<file path="config.mk">
export PLATFORM = sky130hd
export DESIGN_NAME = pcse_ctrl
export DESIGN_NICKNAME = d
export VERILOG_FILES = /design/src/sv/pcse_pkg.sv /design/src/sv/pcse_ctrl.sv
export SDC_FILE = /design/constraint.sdc
export NUM_CORES = 1
export LEC_CHECK = 0
export BUFFER_PORTS_ARGS = -buffer_cell sky130_fd_sc_hd__buf_2
export CAP_MARGIN = 20
export CORE_AREA = 8 8 45 47
export DETAILED_ROUTE_END_ITERATION = 12
export DIE_AREA = 0 0 53 55
export GPL_TIMING_DRIVEN = 0
export PLACE_DENSITY = 0.7
export SLEW_MARGIN = 5
export SYNTH_ARGS = -nofsm -noshare
export SYNTH_HDL_FRONTEND = slang
export SYNTH_SLANG_ARGS = --single-unit
export TNS_END_PERCENT = 100
</file>
<file path="constraint.sdc">
create_clock -name clock -period 1.68 [get_ports clock]
set_input_delay 0 -clock clock [delete_from_list [all_inputs] [get_ports clock]]
set_output_delay 0 -clock clock [all_outputs]
set_load 0.02 [all_outputs]
</file>
<file path="src/sv/pcse_pkg.sv">
`default_nettype none
// ----------------------------------------------------------------------------
// pcse_pkg
// Shared constants, operation codes, controller states and the command and
// status bundles of the polynomial coefficient store.
// ----------------------------------------------------------------------------
package pcse_pkg;

   localparam int MaxTermsDef = 64;
   localparam int CoefBitsDef = 32;

   localparam int OpW    = 2;
   localparam int IdxW   = 6;
   localparam int OperW  = 32;
   localparam int ValW   = 64;
   localparam int CharW  = 31;

   localparam logic [OpW-1:0] OP_WRITE = 2'd0;
   localparam logic [OpW-1:0] OP_READ  = 2'd1;
   localparam logic [OpW-1:0] OP_EVAL  = 2'd2;

   typedef enum logic [3:0] {
      ST_IDLE,
      ST_DISP,
      ST_W_RD,
      ST_W_SEL,
      ST_W_MOD,
      ST_W_WB,
      ST_W_FIN,
      ST_R_RD,
      ST_E_RD,
      ST_E_MUL1,
      ST_E_MUL2,
      ST_E_ADD,
      ST_E_MOD,
      ST_DONE
   } state_type;

   typedef struct packed {
      logic accept;
      logic rd;
      logic sel_load;
      logic mod_sel;
      logic mod_sum;
      logic val_mod;
      logic wb;
      logic fin;
      logic mul1;
      logic mul2;
      logic y_sum;
      logic y_mod;
      logic cnt_inc;
      logic cnt_dec;
      logic rsp_load;
   } cmd_type;

   typedef struct packed {
      logic [OpW-1:0] op;
      logic           wr_bad;
      logic           ev_bad;
      logic           p_zero;
      logic           last;
      logic           mod_done;
      logic           rsp_free;
   } st_type;

endpackage
`default_nettype wire

</file>
<file path="src/sv/pcse_ctrl.sv">
`default_nettype none
// ----------------------------------------------------------------------------
// pcse_ctrl
// Sequencer for write sweeps, reads and Horner evaluation.
// ----------------------------------------------------------------------------
module pcse_ctrl (
   input  wire logic              clock,
   input  wire logic              reset,
   input  wire logic              req_valid,
   output logic                   req_ready,
   input  wire pcse_pkg::st_type  st,
   output pcse_pkg::cmd_type      cmd
);
   import pcse_pkg::*;

   state_type state_ff, state_in;

   always_ff @(posedge clock) begin
      if (reset) begin
         state_ff <= ST_IDLE;
      end else begin
         state_ff <= state_in;
      end
   end

   always_comb begin
      state_in  = state_ff;
      cmd       = '0;
      req_ready = 1'b0;
      case (state_ff)
         ST_IDLE: begin
            req_ready = !reset;
            if (req_valid && !reset) begin
               cmd.accept = 1'b1;
               state_in   = ST_DISP;
            end
         end
         ST_DISP: begin
            case (st.op)
               OP_WRITE: state_in = st.wr_bad ? ST_DONE : ST_W_RD;
               OP_READ:  state_in = ST_R_RD;
               OP_EVAL:  state_in = st.ev_bad ? ST_DONE : ST_E_RD;
               default:  state_in = ST_DONE;
            endcase
         end
         ST_W_RD: begin
            cmd.rd   = 1'b1;
            state_in = ST_W_SEL;
         end
         ST_W_SEL: begin
            cmd.sel_load = 1'b1;
            if (st.p_zero) begin
               state_in = ST_W_WB;
            end else begin
               cmd.mod_sel = 1'b1;
               state_in    = ST_W_MOD;
            end
         end
         ST_W_MOD: begin
            if (st.mod_done) begin
               cmd.val_mod = 1'b1;
               state_in    = ST_W_WB;
            end
         end
         ST_W_WB: begin
            cmd.wb = 1'b1;
            if (st.last) begin
               state_in = ST_W_FIN;
            end else begin
               cmd.cnt_inc = 1'b1;
               state_in    = ST_W_RD;
            end
         end
         ST_W_FIN: begin
            cmd.fin  = 1'b1;
            state_in = ST_DONE;
         end
         ST_R_RD: begin
            cmd.rd   = 1'b1;
            state_in = ST_DONE;
         end
         ST_E_RD: begin
            cmd.rd   = 1'b1;
            state_in = ST_E_MUL1;
         end
         ST_E_MUL1: begin
            cmd.mul1 = 1'b1;
            state_in = ST_E_MUL2;
         end
         ST_E_MUL2: begin
            cmd.mul2 = 1'b1;
            state_in = ST_E_ADD;
         end
         ST_E_ADD: begin
            if (st.p_zero) begin
               cmd.y_sum = 1'b1;
               if (st.last) begin
                  state_in = ST_DONE;
               end else begin
                  cmd.cnt_dec = 1'b1;
                  state_in    = ST_E_RD;
               end
            end else begin
               cmd.mod_sum = 1'b1;
               state_in    = ST_E_MOD;
            end
         end
         ST_E_MOD: begin
            if (st.mod_done) begin
               cmd.y_mod = 1'b1;
               if (st.last) begin
                  state_in = ST_DONE;
               end else begin
                  cmd.cnt_dec = 1'b1;
                  state_in    = ST_E_RD;
               end
            end
         end
         ST_DONE: begin
            if (st.rsp_free) begin
               cmd.rsp_load = 1'b1;
               state_in     = ST_IDLE;
            end
         end
         default: state_in = ST_IDLE;
      endcase
   end

endmodule
`default_nettype wire

</file>
==> impl_summary.log, run 1 <==
INFO  metric crit_top_cell = sky130_fd_sc_hd__buf_2
INFO  metric vias_in_the_first_global_route = 606
INFO  metric max_clock_freq = 660 MHz
INFO  metric timing.slew.headroom = 0.706
INFO  metric detailedPlace.worstSlack = 159 ps
INFO  metric cts_buffers = 3
INFO  metric clock_path_buffers = 2
INFO  metric cts-htree-levels = 1
INFO  metric wire_per_inst = 12.7 um
INFO  metric pin_count_of_the_biggest_net_entering_global_routing = 11
INFO  metric groute.layer.met1.usage = 0.132
INFO  metric number_of_antenna_violations_at_the_first_check_in_global_routing = 0
INFO  metric cell_at_the_slowest_stage_of_the_critical_path = sky130_fd_sc_hd__dfxtp_1
INFO  metric use_met2 = 0.186
INFO  metric syn_avg_cell_area = 6.18 um^2
INFO  metric synthesis.nets = 92
INFO  metric cp_data_required_time = 1680 ps
INFO  metric cts_root_buffer = sky130_fd_sc_hd__clkbuf_4
INFO  metric mappedNetlistArea = 500 um^2
INFO  metric cellLeakagePower = 0.335 nW
INFO  metric area_growth_syn_to_layout = 38.5%
INFO  metric post-layout-total-power = 1.00 mW
INFO  metric die-area = 0.00292 mm^2
INFO  metric ys_types = 25
INFO  metric drt_first_pass_iters = 5
INFO  metric run_status = finished clean
INFO  metric worst_path_largest_cell_delay = 280 ps
INFO  metric clock-sinks = 4
INFO  metric power.density = 1450 mW/mm^2
INFO  metric cap_viol_max_count = 0
INFO  metric p_sw = 0.517 mW
INFO  metric worst-endpoint-arrival = 1510 ps
INFO  metric tritoncts = done
INFO  metric placed_cells_incl_taps = 123
INFO  metric final_nets = 123
INFO  metric num_rows = 14
INFO  metric dpl_cell_area = 651 um^2
INFO  metric initial_utilization = 0.362
INFO  metric critPathLaunchType = flip-flop
INFO  metric postSynthRegisterBits = 4
INFO  metric worst_slack = 166 ps
INFO  metric clock_insertion_delay_worst_skew = 230 ps
INFO  metric portBuffers = 26
INFO  metric setup-tns-final = 0 ps
INFO  metric number_of_flip_flops_under_the_largest_register_name = 4
INFO  metric hold_path_class = input port to flip-flop
INFO  metric finalWeightedCongestion = 0.873
INFO  metric portion_of_total_power_attributed_to_sequential_cells = 0.180
INFO  metric launch_point_of_the_worst_reg_to_reg_path = state_ff[3]
INFO  metric postLayoutCoreUtil = 0.501
INFO  metric internal_power = 0.487 mW
INFO  metric met3_track_demand_over_resource = 0.0214
INFO  metric rsz0062_at_grt = false
INFO  metric detailed_placer_s_ending_hpwl = 1220 um
INFO  metric die_height = 55 um
INFO  metric layout_min_cycle_time = 1510 ps
INFO  metric vias_per_cell = 5.32
INFO  metric antenna_left = 0
INFO  metric hold_violations = 0
INFO  metric registers_with_the_highest_flip_flop_counts = state_ff (4)
INFO  metric highest_count_cells_in_the_layout_ignoring_fill_and_taps = 28 x sky130_fd_sc_hd__buf_2, 14 x sky130_fd_sc_hd__nor2_1, 10 x sky130_fd_sc_hd__nor3_1
INFO  metric post_synth_inst_count = 81
INFO  metric min_delay_worst_endpoint = state_ff[1]
INFO  metric post_synth_main_area_contributors = sky130_fd_sc_hd__dfxtp_1 16%, sky130_fd_sc_hd__nor3_1 11%, sky130_fd_sc_hd__nor2_1 11%, sky130_fd_sc_hd__a21oi_1 7.0%, sky130_fd_sc_hd__nand2b_1 6.3%
INFO  metric gr-max-usage-layer = met2
INFO  metric reg2reg_setup_slack = 190 ps
INFO  metric min_delay_path_depth = 2
INFO  metric worst_pin_slew = 437 ps
INFO  metric skew = 4.07 ps
INFO  metric grt.total_usage = 0.107
INFO  metric design_area = 693 um^2
INFO  metric vias_after_detailed_routing = 670
INFO  metric detail_route.wirelength = 1600 um
INFO  metric fillCellCount = 153
INFO  metric finalMaxSlewViolations = 0
INFO  metric timing_worst_setup_path_type = flip-flop to output pin
INFO  metric chipWidth = 53 um
INFO  metric power.share.switching = 0.515
INFO  metric worst_setup_path_end_kind = output pin
INFO  metric synth-warning-count = 0
INFO  metric layout_commonest_cell = sky130_fd_sc_hd__buf_2
INFO  metric final_min_period_over_clock_period = 0.901
INFO  metric synthDominantCellAreaShare = 0.160
INFO  metric cp_cell_sequence = buf_2, nand2b_2, nor2_1, a21oi_1, nor4b_2, buf_2
INFO  metric worst_hold_slack_after_final_layout = 8.69 ps
INFO  metric grt_first_pass_wirelength = 2470 um
INFO  metric clk_pin_slew = 30 ps
INFO  metric setup_viol = 0
INFO  metric final-instance-count-excl-fill = 126
INFO  metric drcViolationCount = 0
INFO  metric share_of_layout_cells_above_drive_strength_1 = 0.364
INFO  metric worstReg2RegEnd = state_ff[2]
INFO  metric hold_path_startpoint = reset
INFO  metric share_clk_of_total_power = 0.117
INFO  metric core-area = 0.00138 mm^2
INFO  metric rr_worst_depth = 5
INFO  metric ir_worst_vdd = 0.740 mV
INFO  metric grt_overflow = 0
INFO  metric power.share.combinational = 0.703
INFO  metric synth.yosys.seq_area_share = 0.160
INFO  metric first_iteration_detailed_routing_drc_count = 25
INFO  metric floorplan.io_pins = 27
INFO  metric top_register = state_ff
INFO  metric yosysTopAreaCell = sky130_fd_sc_hd__dfxtp_1
INFO  metric crit_path_max_fanout = 8
INFO  metric n_antenna_cell = 0
[critical path: cells and delay by family (launching register included)]
kind,cells,cell delay [ps]
DFF,1,280
buffers and inverters,2,350
AOI/OAI and AO/OA,1,60
and+or+nand+nor,3,600
[power by group through the flow]
stage,Combinational (mW),Sequential (mW),Clock (mW)
final,0.705,0.181,0.117
after global routing,0.767,0.186,0.134
after CTS,0.683,0.175,0.121
after detailed placement,0.680,0.176,0
after global placement,0.674,0.176,0
after floorplan,0.534,0.164,0
[worst max path at each step]
stage	start	to	slack (ps)
global route	state_ff[2]	cmd[1]	50
floorplan	state_ff[2]	cmd[1]	120
detailed placement	state_ff[3]	state_ff[2]	160
global placement	state_ff[3]	state_ff[2]	190
finish	state_ff[2]	cmd[1]	170
CTS	state_ff[2]	cmd[1]	100
[synth_stat cells]
cell type and instances:
sky130_fd_sc_hd__a211o_1 1, sky130_fd_sc_hd__a211oi_1 2, sky130_fd_sc_hd__a21o_1 1, sky130_fd_sc_hd__a21oi_1 7, sky130_fd_sc_hd__a221oi_4 1, sky130_fd_sc_hd__a31o_1 1, sky130_fd_sc_hd__a31oi_1 1, sky130_fd_sc_hd__and2b_1 1
sky130_fd_sc_hd__buf_2 3, sky130_fd_sc_hd__clkbuf_1 2, sky130_fd_sc_hd__dfxtp_1 4, sky130_fd_sc_hd__inv_1 5, sky130_fd_sc_hd__mux2_2 1, sky130_fd_sc_hd__nand2_1 8, sky130_fd_sc_hd__nand2b_1 5, sky130_fd_sc_hd__nand3_1 2
sky130_fd_sc_hd__nor2_1 14, sky130_fd_sc_hd__nor3_1 11, sky130_fd_sc_hd__nor3b_1 1, sky130_fd_sc_hd__nor4_1 1, sky130_fd_sc_hd__nor4b_1 1, sky130_fd_sc_hd__o2111a_1 1, sky130_fd_sc_hd__o211ai_1 1, sky130_fd_sc_hd__o21ai_0 4
sky130_fd_sc_hd__or3_1 2
[per-layer routing]
layer  up-vias  share of wire
met5         -              0
li1        346              -
met3         0           0.10
met1       288           0.45
met4         0              0
met2        36           0.45
[cell families after synthesis]
| logic type | synth area share |
|---|---|
| DFF | 0.160 |
| and+or+nand+nor | 0.443 |
| AOI/OAI and AO/OA | 0.293 |
| buffers and inverters | 0.0825 |
| muxes | 0.0225 |
[final cells by class]
cell class | count | area (um^2) | area share
multi-input cells | 67 | 393 | 0.567
well taps | 16 | 20.0 | 0.0289
clock buffers | 3 | 22.5 | 0.0325
inverters | 5 | 18.8 | 0.0271
flip-flops and latches | 4 | 81.3 | 0.117
repair buffers | 26 | 130 | 0.188
plain buffers | 5 | 27.5 | 0.0397
[what timing repair did]
item / in CTS / in global routing
setup buffers: 0 / 0
gates resized for setup: 0 / 9
hold buffers: 0 / 0
endpoints found under the setup margin: 0 / 3
Power figures use the tool's default switching activity.
==> run 2: changes to the inputs <==
--- a/config.mk
+++ b/config.mk
@@ -10,7 +10,6 @@
 export CORE_AREA = 8 8 45 47
 export DETAILED_ROUTE_END_ITERATION = 12
 export DIE_AREA = 0 0 53 55
-export GPL_TIMING_DRIVEN = 0
 export PLACE_DENSITY = 0.7
 export SLEW_MARGIN = 5
 export SYNTH_ARGS = -nofsm -noshare
==> run 2 against run 1 <==
Combinational power about the same. First-iteration DRC count down 28%. Worst hold slack worse by 2.6 ps. Global-route usage up 0.36 points. Sequential cell count unchanged. Via count down 0.15%. Register-to-register slack worse by 30 ps. Maximum frequency down 0.88%. Die area unchanged. Critical path type unchanged. Largest cell class unchanged. Highest routed layer unchanged.
==> impl_summary.log, run 2 (synthesized netlist as in run 1, its figures left out) <==
INFO  metric run_status = finished clean
INFO  metric clock_path_buffers = 2
INFO  metric portBuffers = 26
INFO  metric antenna_left = 0
INFO  metric finalWeightedCongestion = 0.824
INFO  metric clock_insertion_delay_worst_skew = 230 ps
INFO  metric cp-startpoint = state_ff[1]
INFO  metric worstReg2RegEnd = state_ff[2]
INFO  metric cp_data_required_time = 1680 ps
INFO  metric setup_viol = 0
INFO  metric final_min_period_over_clock_period = 0.909
INFO  metric layout_min_cycle_time = 1530 ps
INFO  metric area_growth_syn_to_layout = 40.0%
INFO  metric highest_count_cells_in_the_layout_ignoring_fill_and_taps = 26 x sky130_fd_sc_hd__buf_2, 14 x sky130_fd_sc_hd__nor2_1, 11 x sky130_fd_sc_hd__nor3_1
INFO  metric cellLeakagePower = 0.341 nW
INFO  metric detailed_placer_s_ending_hpwl = 1280 um
INFO  metric postCtsHoldBufs = 0
INFO  metric critPathLaunchType = flip-flop
INFO  metric detail_route.wirelength = 1580 um
INFO  metric finalMaxSlewViolations = 0
INFO  metric worst_pin_slew = 475 ps
INFO  metric die-area = 0.00292 mm^2
INFO  metric tritoncts = done
INFO  metric cts-htree-levels = 1
INFO  metric vias_per_cell = 5.27
INFO  metric timing.slew.headroom = 0.680
INFO  metric rr_worst_depth = 5
INFO  metric skew = 2.78 ps
INFO  metric num_rows = 14
INFO  metric cts.repair_timing.setup_buffer_count = 0
INFO  metric worst-endpoint-arrival = 1530 ps
INFO  metric setup-tns-final = 0 ps
INFO  metric registers_with_the_highest_flip_flop_counts = state_ff (4)
INFO  metric rsz0062_at_grt = false
INFO  metric drcViolationCount = 0
INFO  metric number_of_antenna_violations_at_the_first_check_in_global_routing = 0
INFO  metric pin_count_of_the_biggest_net_entering_global_routing = 10
INFO  metric drt_first_pass_iters = 4
INFO  metric die_height = 55 um
INFO  metric timing_worst_setup_path_type = flip-flop to output pin
INFO  metric hold_path_startpoint = reset
INFO  metric cts_root_buffer = sky130_fd_sc_hd__clkbuf_4
INFO  metric max_clock_freq = 655 MHz
INFO  metric reg2reg_setup_slack = 160 ps
INFO  metric detailedPlace.worstSlack = 179 ps
INFO  metric wire_per_inst = 12.4 um
INFO  metric launch_point_of_the_worst_reg_to_reg_path = state_ff[3]
INFO  metric floorplan.io_pins = 27
INFO  metric clock-sinks = 4
INFO  metric final_nets = 124
INFO  metric vias_in_the_first_global_route = 608
INFO  metric grt.total_usage = 0.111
INFO  metric worst_setup_path_endpoint = cmd[1]
INFO  metric worst_slack = 152 ps
INFO  metric core-area = 0.00138 mm^2
INFO  metric hold_path_class = input port to flip-flop
INFO  metric crit_path_max_fanout = 9
INFO  metric top_register = state_ff
INFO  metric ir_worst_vdd = 0.770 mV
INFO  metric chipWidth = 53 um
INFO  metric cap_viol_max_count = 0
INFO  metric grt_overflow = 0
INFO  metric clk_pin_slew = 40 ps
INFO  metric worst_setup_path_end_kind = output pin
INFO  metric share_of_layout_cells_above_drive_strength_1 = 0.360
INFO  metric n_antenna_cell = 0
INFO  metric power.density = 1480 mW/mm^2
INFO  metric vias_after_detailed_routing = 669
INFO  metric hold_violations = 0
INFO  metric layout_commonest_cell = sky130_fd_sc_hd__buf_2
INFO  metric number_of_flip_flops_under_the_largest_register_name = 4
INFO  metric grt_first_pass_wirelength = 2530 um
INFO  metric first_iteration_detailed_routing_drc_count = 18
INFO  metric initial_utilization = 0.362
INFO  metric cts_buffers = 3
run 2: worst max-delay path, stage by stage (launching register included):
cell and delay, ps:
sky130_fd_sc_hd__dfxtp_1 370, sky130_fd_sc_hd__and2b_1 310, sky130_fd_sc_hd__a21oi_1 90, sky130_fd_sc_hd__nor4b_1 300
sky130_fd_sc_hd__buf_2 220
run 2: metal layers:
metal | track usage | share of wire | vias to the layer above
met5 | 0 | 0 | -
met4 | 0.0517 | 0 | 0
met3 | 0.0241 | 0.090 | 0
met2 | 0.182 | 0.43 | 33
met1 | 0.135 | 0.48 | 286
li1 | - | - | 350
run 2: repair_timing:
item,4_1_cts,5_1_grt
hold endpoints to repair,0,0
endpoints found under the setup margin,0,1
gates resized for setup,0,3
run 2: how the worst min path moves through the flow:
stage | endpoint | slack (ps) | cells after the start
detailed placement | state_ff[2] | 250 | 2
global placement | state_ff[0] | 250 | 2
finish | state_ff[2] | 6 | 2
global route | state_ff[2] | 20 | 2
floorplan | state_ff[0] | 70 | 1
CTS | state_ff[2] | 0.7 | 2
run 2: report_power, final:
group	switching [mW]	total, mW	internal (mW)
clock network	0.0398	0.120	0.0800
logic	0.400	0.706	0.306
registers	0.0762	0.212	0.136
total	0.516	1.04	0.522
run 2: cell type report:
type                       instances  area [um^2]
fill                             154          683
multi-input combinational         67          382
timing repair buffer              32          175
sequential                         4         82.6
clock buffer                       3         22.5
tap                               16         20.0
inverter                           5         18.8
run 2: per-stage QoR:
| stage | area [um^2] | total power, mW | cells | util | hold WS, ps |
|---|---|---|---|---|---|
| global route | 701 | 1.13 | 127 | 0.506 | 23.7 |
| global placement | 673 | 0.897 | 124 | 0.486 | 247 |
| finish | 701 | 1.04 | 127 | 0.506 | 6.06 |
| floorplan | 500 | 0.698 | 81 | - | 69.1 |
| detailed placement | 673 | 0.907 | 124 | 0.486 | 249 |
| CTS | 696 | 1.03 | 127 | 0.503 | 0.670 |
